## config.mk

```make
export PLATFORM = sky130hd
export DESIGN_NAME = genotype_class_counter
export DESIGN_NICKNAME = d
export VERILOG_FILES = /design/src/hdl/gcc_pkg.sv /design/src/hdl/genotype_class_counter.sv /design/src/hdl/gcc_lane.sv /design/src/hdl/gcc_merge.sv
export SDC_FILE = /design/constraint.sdc
export NUM_CORES = 1
export LEC_CHECK = 0
export ABC_CLOCK_PERIOD_IN_PS = 7200
export BUFFER_PORTS_ARGS = -buffer_cell sky130_fd_sc_hd__buf_2
export CAP_MARGIN = 0
export CORE_MARGIN = 3
export CORE_UTILIZATION = 50
export DETAILED_ROUTE_END_ITERATION = 8
export GPL_TIMING_DRIVEN = 0
export PLACE_DENSITY = 0.65
export RECOVER_POWER = 100
export SLEW_MARGIN = 10
export SYNTH_ARGS = -nofsm -noshare
export SYNTH_HDL_FRONTEND = slang
export SYNTH_HIERARCHICAL = 1
export SYNTH_SLANG_ARGS = --single-unit
```

## constraint.sdc

```tcl
create_clock -name clk -period 7.2 [get_ports clk]
set_input_delay 1.08 -clock clk [delete_from_list [all_inputs] [get_ports clk]]
set_output_delay 1.08 -clock clk [all_outputs]
set_load 0.03 [all_outputs]
```

## src/hdl/gcc_pkg.sv

```systemverilog
// Shared types and constants for the genotype class counter.
package gcc_pkg;

	localparam int ROW_W   = 20;
	localparam int WORD_W  = 16;
	localparam int CODE_W  = 8;
	localparam int COUNT_W = 17;

	localparam int MAX_COLUMNS = 65536;
	localparam int COUNT_MAX   = (1 << COUNT_W) - 1;
	localparam int LIMIT_INT   = (MAX_COLUMNS > COUNT_MAX) ? COUNT_MAX : MAX_COLUMNS;
	localparam logic [COUNT_W-1:0] COUNT_LIMIT = COUNT_W'(LIMIT_INT);

	localparam logic [CODE_W-1:0] CODE_UNKNOWN = 8'hFF;

	// class indexes into the counter bank
	localparam logic [1:0] CLS_UNK = 2'd0;
	localparam logic [1:0] CLS_AA  = 2'd1;
	localparam logic [1:0] CLS_AB  = 2'd2;
	localparam logic [1:0] CLS_BB  = 2'd3;

	// decoded genotype code from one lane
	typedef struct packed {
		logic [CODE_W-1:0] code;
		logic              unk;
		logic              hom;
		logic              het;
	} lane_t;

	// one row result
	typedef struct packed {
		logic [COUNT_W-1:0] unknown_count;
		logic [COUNT_W-1:0] hom_a_count;
		logic [COUNT_W-1:0] het_count;
		logic [COUNT_W-1:0] hom_b_count;
		logic [CODE_W-1:0]  hom_a_code;
		logic [CODE_W-1:0]  het_code;
		logic [CODE_W-1:0]  hom_b_code;
		logic               class_error;
	} result_t;

endpackage

```

## src/hdl/genotype_class_counter.sv

```systemverilog
// Top level of the genotype class counter: handshakes, lanes, merge and result queue.
//
// Takes one packed word (two genotype codes) per clock cycle, back to back, with no gaps
// between rows. Two decode lanes classify the high and low code in parallel and a merge
// stage applies them in column order to the row's class slots and four saturating counters.
// The word marked last_word yields one result, registered into the output register, or into
// the skid entry while that register still waits; other words yield none. A two-entry output
// queue (register plus skid) lets input keep flowing while a result waits; input stalls only
// when both entries are full. odd_column_count must be written over the cfg channel while
// the block is idle; the block does not enforce this. cfg_ready is always high. A row whose
// index repeats the row just completed is not recounted and its held result is sent again.
module genotype_class_counter (
	input  logic                        clk,
	input  logic                        arst_n,
	input  logic                        cfg_valid,
	output logic                        cfg_ready,
	input  logic                        cfg_data,
	input  logic                        in_valid,
	output logic                        in_ready,
	input  logic [gcc_pkg::ROW_W-1:0]   row_index,
	input  logic [gcc_pkg::WORD_W-1:0]  packed_word,
	input  logic                        last_word,
	output logic                        out_valid,
	input  logic                        out_ready,
	output logic [gcc_pkg::COUNT_W-1:0] unknown_count,
	output logic [gcc_pkg::COUNT_W-1:0] hom_a_count,
	output logic [gcc_pkg::COUNT_W-1:0] het_count,
	output logic [gcc_pkg::COUNT_W-1:0] hom_b_count,
	output logic [gcc_pkg::CODE_W-1:0]  hom_a_code,
	output logic [gcc_pkg::CODE_W-1:0]  het_code,
	output logic [gcc_pkg::CODE_W-1:0]  hom_b_code,
	output logic                        class_error
);

	logic             odd_q;
	logic             accept;
	gcc_pkg::lane_t   lane_hi;
	gcc_pkg::lane_t   lane_lo;
	logic             res_valid;
	gcc_pkg::result_t res;
	gcc_pkg::result_t out_q;
	gcc_pkg::result_t skid_q;
	logic             out_valid_q;
	logic             skid_valid_q;
	logic             drain;

	// hold the column-parity register
	assign cfg_ready = 1'b1;

	always_ff @(posedge clk or negedge arst_n) begin
		if (!arst_n) begin
			odd_q <= 1'b0;
		end else if (cfg_valid) begin
			odd_q <= cfg_data;
		end
	end

	assign in_ready = !skid_valid_q;
	assign accept   = in_valid && in_ready;

	// decode both codes of the word side by side
	gcc_lane u_lane_hi (
		.code (packed_word[15:8]),
		.lane (lane_hi)
	);

	gcc_lane u_lane_lo (
		.code (packed_word[7:0]),
		.lane (lane_lo)
	);

	gcc_merge u_merge (
		.clk       (clk),
		.arst_n    (arst_n),
		.accept    (accept),
		.row_index (row_index),
		.last_word (last_word),
		.odd_cols  (odd_q),
		.lane_hi   (lane_hi),
		.lane_lo   (lane_lo),
		.res_valid (res_valid),
		.res       (res)
	);

	assign drain = out_valid_q && out_ready;

	// advance results through the output register and skid entry
	always_ff @(posedge clk or negedge arst_n) begin
		if (!arst_n) begin
			out_valid_q  <= 1'b0;
			skid_valid_q <= 1'b0;
		end else if (skid_valid_q) begin
			if (drain) begin
				skid_valid_q <= 1'b0;
			end
		end else if (res_valid) begin
			if (out_valid_q && !drain) begin
				skid_valid_q <= 1'b1;
			end else begin
				out_valid_q <= 1'b1;
			end
		end else if (drain) begin
			out_valid_q <= 1'b0;
		end
	end

	// result payload, no reset needed
	always_ff @(posedge clk) begin
		if (skid_valid_q) begin
			if (drain) begin
				out_q <= skid_q;
			end
		end else if (res_valid) begin
			if (out_valid_q && !drain) begin
				skid_q <= res;
			end else begin
				out_q <= res;
			end
		end
	end

	assign out_valid     = out_valid_q;
	assign unknown_count = out_q.unknown_count;
	assign hom_a_count   = out_q.hom_a_count;
	assign het_count     = out_q.het_count;
	assign hom_b_count   = out_q.hom_b_count;
	assign hom_a_code    = out_q.hom_a_code;
	assign het_code      = out_q.het_code;
	assign hom_b_code    = out_q.hom_b_code;
	assign class_error   = out_q.class_error;

endmodule

```

## src/hdl/gcc_lane.sv

```systemverilog
// Decode lane: classifies one 8-bit genotype code.
module gcc_lane (
	input  logic [gcc_pkg::CODE_W-1:0] code,
	output gcc_pkg::lane_t             lane
);

	// unknown first, then nibble compare for homozygous
	always_comb begin
		lane.code = code;
		lane.unk  = (code == gcc_pkg::CODE_UNKNOWN);
		lane.hom  = !lane.unk && (code[3:0] == code[7:4]);
		lane.het  = !lane.unk && !lane.hom;
	end

endmodule

```

## src/hdl/gcc_merge.sv

```systemverilog
// Merge stage: applies both lane codes in column order to the row state.
module gcc_merge (
	input  logic                       clk,
	input  logic                       arst_n,
	input  logic                       accept,
	input  logic [gcc_pkg::ROW_W-1:0]  row_index,
	input  logic                       last_word,
	input  logic                       odd_cols,
	input  gcc_pkg::lane_t             lane_hi,
	input  gcc_pkg::lane_t             lane_lo,
	output logic                       res_valid,
	output gcc_pkg::result_t           res
);

	typedef struct packed {
		logic [gcc_pkg::CODE_W-1:0] aa_code;
		logic [gcc_pkg::CODE_W-1:0] ab_code;
		logic [gcc_pkg::CODE_W-1:0] bb_code;
		logic                       aa_v;
		logic                       ab_v;
		logic                       bb_v;
		logic                       err;
	} slot_t;

	typedef struct packed {
		slot_t      st;
		logic [3:0] inc;
	} step_t;

	logic [gcc_pkg::ROW_W-1:0]   sel_row_q;
	logic                        row_known_q;
	logic                        mid_row_q;
	logic                        skip_q;
	slot_t                       slot_q;
	logic [gcc_pkg::COUNT_W-1:0] cnt_q [4];

	logic                        first;
	logic                        skip;
	logic                        clr;
	logic                        lo_en;
	slot_t                       slot_start;
	step_t                       step_hi;
	step_t                       step_lo;
	logic [gcc_pkg::COUNT_W-1:0] cnt_start [4];
	logic [gcc_pkg::COUNT_W-1:0] cnt_next [4];

	// classify one code against the slots, returning new slots and the class hit
	function automatic step_t apply(input slot_t s, input gcc_pkg::lane_t l,
		input logic en);
		step_t r;
		r.st  = s;
		r.inc = 4'b0000;
		if (en) begin
			if (l.unk) begin
				r.inc[gcc_pkg::CLS_UNK] = 1'b1;
			end else if (l.hom) begin
				if (!s.aa_v) begin
					r.st.aa_code = l.code;
					r.st.aa_v    = 1'b1;
					r.inc[gcc_pkg::CLS_AA] = 1'b1;
				end else if (s.aa_code == l.code) begin
					r.inc[gcc_pkg::CLS_AA] = 1'b1;
				end else if (!s.bb_v) begin
					r.st.bb_code = l.code;
					r.st.bb_v    = 1'b1;
					r.inc[gcc_pkg::CLS_BB] = 1'b1;
				end else if (s.bb_code == l.code) begin
					r.inc[gcc_pkg::CLS_BB] = 1'b1;
				end else begin
					r.st.err = 1'b1;
				end
			end else begin
				if (!s.ab_v) begin
					r.st.ab_code = l.code;
					r.st.ab_v    = 1'b1;
				end else if (s.ab_code != l.code) begin
					r.st.err = 1'b1;
				end
				r.inc[gcc_pkg::CLS_AB] = 1'b1;
			end
		end
		return r;
	endfunction

	// row start: skip a repeat of the last row, else clear the row state
	always_comb begin
		first = !mid_row_q;
		skip  = first ? (row_known_q && (row_index == sel_row_q)) : skip_q;
		clr   = first && !skip;
		lo_en = !(last_word && odd_cols);
		slot_start = clr ? '0 : slot_q;
		for (int i = 0; i < 4; i++) begin
			cnt_start[i] = clr ? '0 : cnt_q[i];
		end
	end

	// high byte first, then low byte on the updated slots
	always_comb begin
		step_hi = apply(slot_start, lane_hi, !skip);
		step_lo = apply(step_hi.st, lane_lo, !skip && lo_en);
	end

	// saturating count update, at most two per word
	always_comb begin
		logic [gcc_pkg::COUNT_W:0] sum;
		sum = '0;
		for (int i = 0; i < 4; i++) begin
			sum = {1'b0, cnt_start[i]}
				+ (gcc_pkg::COUNT_W+1)'(step_hi.inc[i])
				+ (gcc_pkg::COUNT_W+1)'(step_lo.inc[i]);
			if (sum > {1'b0, gcc_pkg::COUNT_LIMIT}) begin
				cnt_next[i] = gcc_pkg::COUNT_LIMIT;
			end else begin
				cnt_next[i] = sum[gcc_pkg::COUNT_W-1:0];
			end
		end
	end

	// hold row control state
	always_ff @(posedge clk or negedge arst_n) begin
		if (!arst_n) begin
			sel_row_q   <= '0;
			row_known_q <= 1'b0;
			mid_row_q   <= 1'b0;
			skip_q      <= 1'b0;
			slot_q      <= '0;
			for (int i = 0; i < 4; i++) begin
				cnt_q[i] <= '0;
			end
		end else if (accept) begin
			mid_row_q <= !last_word;
			skip_q    <= skip;
			if (clr) begin
				sel_row_q   <= row_index;
				row_known_q <= 1'b1;
			end
			slot_q <= step_lo.st;
			for (int i = 0; i < 4; i++) begin
				cnt_q[i] <= cnt_next[i];
			end
		end
	end

	// result of the word that closes a row
	always_comb begin
		res_valid         = accept && last_word;
		res.unknown_count = cnt_next[gcc_pkg::CLS_UNK];
		res.hom_a_count   = cnt_next[gcc_pkg::CLS_AA];
		res.het_count     = cnt_next[gcc_pkg::CLS_AB];
		res.hom_b_count   = cnt_next[gcc_pkg::CLS_BB];
		res.hom_a_code    = step_lo.st.aa_code;
		res.het_code      = step_lo.st.ab_code;
		res.hom_b_code    = step_lo.st.bb_code;
		res.class_error   = step_lo.st.err;
	end

endmodule

```

==> After elaboration in Yosys (flattened, before gate mapping) <==
Index checks and enable logic that the tools add are counted.
{ "op_classes": {"addsub": 8, "magnitude_cmp": 4, "eq_ne": 14, "mux": 75, "bitwise": 1, "n_reduce_logical": 24} }
{ "ops": {"columns": ["op", "count"], "rows": [
  ["93-bit 2-to-1 mux", 4],
  ["17-bit 2-to-1 mux", 8],
  ["8-bit 2-to-1 mux", 14],
  ["17-bit by 1-bit adder with 18-bit output", 4],
  ["18-bit by 1-bit adder with 18-bit output", 4],
  ["18-bit by 17-bit > comparator with 1-bit output, second input constant", 4],
  ["32-bit 2-to-1 mux", 2],
  ["31-bit 2-to-1 mux", 2],
  ["1-bit 2-to-1 mux", 38],
  ["8-bit == test", 4],
  ["28-bit 2-to-1 mux", 1],
  ["20-bit == test", 1],
  ["9-bit 2-to-1 mux", 2],
  ["8-bit == test, second input constant", 2],
  ["8-bit != test", 2],
  ["3-bit 2-to-1 mux", 4],
  ["1-bit logical AND", 10],
  ["3-bit AND reduction", 3],
  ["4-bit == test", 2],
  ["1-bit logical NOT", 8],
  ["2-bit != test, second input constant", 2],
  ["2-bit nonzero test", 2],
  ["2-bit by 1-bit != test with 1-bit output, second input constant", 1],
  ["2-bit AND reduction", 1],
  ["1-bit inverter", 1]
]} }
{ "totals": {"ff_bits": 308, "output_inout_bits": 96} }

==> Depth between registers and ports, before layout <==
{ "logic_depth": {"depth_word": 28, "depth_mapped": 28, "mapped_depth_nobuf": 25} }

==> By module <==
Netlist, hierarchy kept.
{ "by_module_without_submodules": {"columns": ["mod", "n_inst", "cells_per_inst", "area_per_inst_um2"], "rows": [
  ["gcc_merge", 1, 1250, 10136.0],
  ["genotype_class_counter", 1, 306, 6929.1],
  ["gcc_lane", 2, 22, 151.4]
]} }

==> Worst setup path before layout <==
Ideal clock, no wire load.
{ "synth_path": {"path_type": "input to register", "startpoint": "in row_index[5] (netlist bit)", "endpoint": "reg out_q (netlist bit unknown_count[11]), data pin", "t_arrival_ns": 6.703, "required_time_ns": 6.940, "path_slack_ns": 0.237, "path_stages": 27, "cell_sequence": "xor2_1 -> nor4_4 -> and2_1 -> a21o_2 -> buf_2 -> clkbuf_1 -> buf_2 -> buf_1 -> clkbuf_1 -> nand2_1 -> fa_1 -> inv_1 -> ha_1 -> clkbuf_1 -> and3_1 -> buf_2 -> nand2_1 -> nor3_1 -> and3_1 -> xnor2_1 -> o21ai_0 -> o21ai_1 -> nand3_1 -> buf_2 -> buf_2 -> nor2_1 -> mux2_2"} }
{ "synth_lines": {"columns": ["item", "line", "text"], "rows": [
  ["from (decl)", "genotype_class_counter.sv:20", "input logic [gcc_pkg::ROW_W-1:0] row_index,"],
  ["to (signal assigned)", "genotype_class_counter.sv:111", "out_q <= skid_q;"],
  ["to (signal assigned)", "genotype_class_counter.sv:117", "out_q <= res;"],
  ["to (decl)", "genotype_class_counter.sv:41", "gcc_pkg::result_t out_q;"]
]} }

==> impl_metrics.sql <==
INSERT INTO impl_metrics (metric_group, metric, value, unit) VALUES
('run_status', 'outcome', 'finished, violations left', ''),
('run_status', 'failed_checks', 'max-capacitance violations, max-slew violations', ''),
('sta', 'timing.final.crit_share', '96.6', '%'),
('finish', 'antenna_cells', '0', ''),
('synth', 'post_synth_instance_area', '17300', 'um2'),
('global_routing', 'grt_start_max_net_pins', '79', ''),
('route', 'detailedRoute.firstIterationViolations', '1121', ''),
('setup_path', 'timing.critical_path.to_type', 'flip-flop', ''),
('clocking', 'cts_tree', 'yes', ''),
('global_routing', 'antenna_found_initial', '0', ''),
('finish', 'design.final.nets', '1832', ''),
('clocking', 'clk-insertion-delay-late', '520', 'ps'),
('synth', 'synthCells', '1596', ''),
('power', 'power_density', '353', 'nW/um2'),
('power', 'swShare', '36.2', '%'),
('sta', 'fin_skew', '15.0', 'ps'),
('clocking', 'cts-buffers-inserted', '35', ''),
('synth', 'synth_area_per_cell', '10.9', 'um2'),
('synth', 'synthesis.nets', '1647', ''),
('placement', 'place_hpwl', '31100', 'um'),
('route', 'detail_route.first_pass.iterations', '7', ''),
('clocking', 'cts_h_tree_lvls', '2', ''),
('route', 'drc_errors', '0', ''),
('setup_path', 'critPathKind', 'in2reg', ''),
('route', 'viasPerCell', '5.83', ''),
('setup_path', 'critical-path-max-stage-delay', '480', 'ps'),
('route', 'drt-total-wl', '44700', 'um'),
('placement', 'place_area', '18700', 'um2'),
('sta', 'grt_setup_unrepaired', 'yes', ''),
('clocking', 'cts-root-buf', 'sky130_fd_sc_hd__clkbuf_16', ''),
('sta', 'fmaxAchievable', '144', 'MHz'),
('setup_path', 'critPathLaunchType', 'primary input', ''),
('sta', 'finalHoldViolCount', '0', ''),
('sta', 'finalSetupViolations', '0', ''),
('setup_path', 'path_buf_inv', '5', ''),
('floorplan', 'floorplan.die.height', '192', 'um'),
('power', 'p_int', '4.50', 'mW'),
('sta', 'fin_worst_hold_slack', '469', 'ps'),
('flow_run', 'timing.max_cap.violations', '4', ''),
('power', 'p_leak', '7.62', 'nW'),
('finish', 'synthToLayoutAreaGrowth', '15.1', '%'),
('floorplan', 'placeableCoreArea', '33900', 'um2'),
('worst_hold_path', 'worst_hold_path_type', 'reg2reg', ''),
('finish', 'multi_input_area', '7910', 'um2'),
('route', 'drt-wirelength-per-cell', '19.9', 'um'),
('setup_path', 'crit_family', 'compound AO/OA/AOI/OAI gates', ''),
('route', 'detail-route-antenna-nets', '0', ''),
('floorplan', 'placement_rows', '67', ''),
('finish', 'layout-drive-gt1-share', '23.1', '%'),
('global_routing', 'global_route_wire_length_before_repair', '70100', 'um'),
('global_routing', 'grt_util_all_layers', '24.1', '%'),
('setup_path', 'signal_arrival_time_at_the_worst_endpoint', '7340', 'ps'),
('power', 'totalPowerFinal', '7.05', 'mW'),
('sta', 'final_critical_delay_including_setup_and_external_delays', '6950', 'ps'),
('clocking', 'cts_sinks', '308', ''),
('synth', 'yosysWarningCount', '6', ''),
('clocking', 'ctsLongestPathBuffers', '3', ''),
('sta', 'slew_viol_final', '226', ''),
('floorplan', 'total_die_area', '36900', 'um2'),
('setup_path', 'worst-endpoint-required', '7580', 'ps'),
('floorplan', 'io_pins', '139', ''),
('finish', 'final.fill_count', '2965', ''),
('clocking', 'clock_transition_at_the_registers_of_the_reported_paths', '60', 'ps'),
('placement', 'count_of_input_and_output_buffers', '137', ''),
('power', 'combPwrFrac', '36.6', '%'),
('finish', 'regArea', '8640', 'um2'),
('finish', 'most-common-layout-cells', '186 x sky130_fd_sc_hd__edfxtp_1, 169 x sky130_fd_sc_hd__mux2_2, 160 x sky130_fd_sc_hd__clkbuf_1, 133 x sky130_fd_sc_hd__nor2_1, 122 x sky130_fd_sc_hd__dfrtp_1', ''),
('setup_path', 'crit_path_max_fanout', '10', ''),
('power', 'switchingPower', '2.55', 'mW'),
('power', 'share_seq_of_total_power', '37.1', '%'),
('floorplan', 'initial_utilization', '51.2', '%'),
('power', 'clock_power_share', '26.4', '%'),
('global_routing', 'grt_pass1_vias', '12600', ''),
('finish', 'final_design_area_no_fill', '20000', 'um2'),
('sta', 'timing.max_slew.rel_slack', '-72.0', '%'),
('floorplan', 'fp.dieW', '192', 'um'),
('sta', 'tightest_slew', '2580', 'ps'),
('setup_path', 'critical-path-slowest-cell', 'sky130_fd_sc_hd__fa_1', ''),
('power', 'vdd_drop_max', '268', 'uV'),
('placement', 'finalWeightedCongestion', '0.964', ''),
('route', 'dr_total_vias', '13200', ''),
('global_routing', 'overflow', '0', ''),
('finish', 'final_common_cell', 'sky130_fd_sc_hd__edfxtp_1', '');
-- per-layer routing --
metal	up-vias	wire [um]	track usage (%)
met1	6473	20200	34.5
met5	-	0	0
met3	67	2680	3.74
li1	6190	-	-
met4	0	953	6.02
met2	422	20900	38.6
-- final cells by class --
class	count	area share, %
multi-input combinational	1100	39.6
inverter	42	0.790
clock inverter	20	1.44
timing repair buffer	151	3.31
buffer	143	4.22
clock buffer	42	4.52
sequential	308	43.3
tap	448	2.81
-- what timing repair did --
action | in CTS | in global routing
setup endpoints to repair | 180 | 130
buffers inserted | 2 | 8
pin swaps | 2 | 8
resized for setup | 27 | 35
hold buffers | 0 | 0
-- registers in the layout (all words and copies together) (netlist names), 8 cells and up --
register and flops:
skid_q 93, hom_a_code 8, hom_b_count 17, unknown_count 17, hom_b_code 8, het_count 17, u_merge/sel_row_q 20, u_merge/cnt_q 68
het_code 8, hom_a_count 17, u_merge/slot_q 28
-- power by group through the flow --
| stage | logic (mW) | clock network, mW | registers (mW) |
|---|---|---|---|
| 6_report | 2.58 | 1.86 | 2.61 |
| 5_1_grt | 2.79 | 1.98 | 2.66 |
| 4_1_cts | 2.64 | 1.91 | 2.60 |
| 3_5_place_dp | 2.60 | 0 | 2.63 |
| 3_3_place_gp | 2.53 | 0 | 2.65 |
| 2_1_floorplan | 1.49 | 0 | 3.00 |
-- worst reg2reg max path, delay by kind of cell (launching register included) --
family	cells	cell delay, ps
fa+ha+maj	2	570
compound gates	4	1240
mux	1	170
simple gates	9	1950
flops	1	390
xor+xnor	1	170
buf+inv	9	2000
-- path summary, 6_finish.rpt --
path / from / endpoint / slack (ps) / cells after the start
max: packed_word[10] / hom_a_count[5] / 250 / 28
min: u_merge/row_known_q / u_merge/row_known_q / 470 / 1
max reg2reg: u_merge/sel_row_q[17] / hom_a_count[5] / 590 / 26
min reg2reg: u_merge/row_known_q / u_merge/row_known_q / 470 / 1
max in group asynchronous: arst_n / u_merge/mid_row_q / 2590 / 2
min in group asynchronous: arst_n / u_merge/sel_row_q[7] / 1360 / 1
-- metrics by stage --
step                      std cells  util, %  setup TNS (ps)  setup slack [ps]
after CTS                      2247     59.1               0              1.37
after global placement         2181     54.9         -263090             -2180
after floorplan                1596        -               0               237
final                          2254     58.9               0               248
after detailed placement       2185     55.2         -257990             -2180
after global routing           2254     58.9            -273             -52.4
No activity file was read; power rests on OpenSTA's default activity.
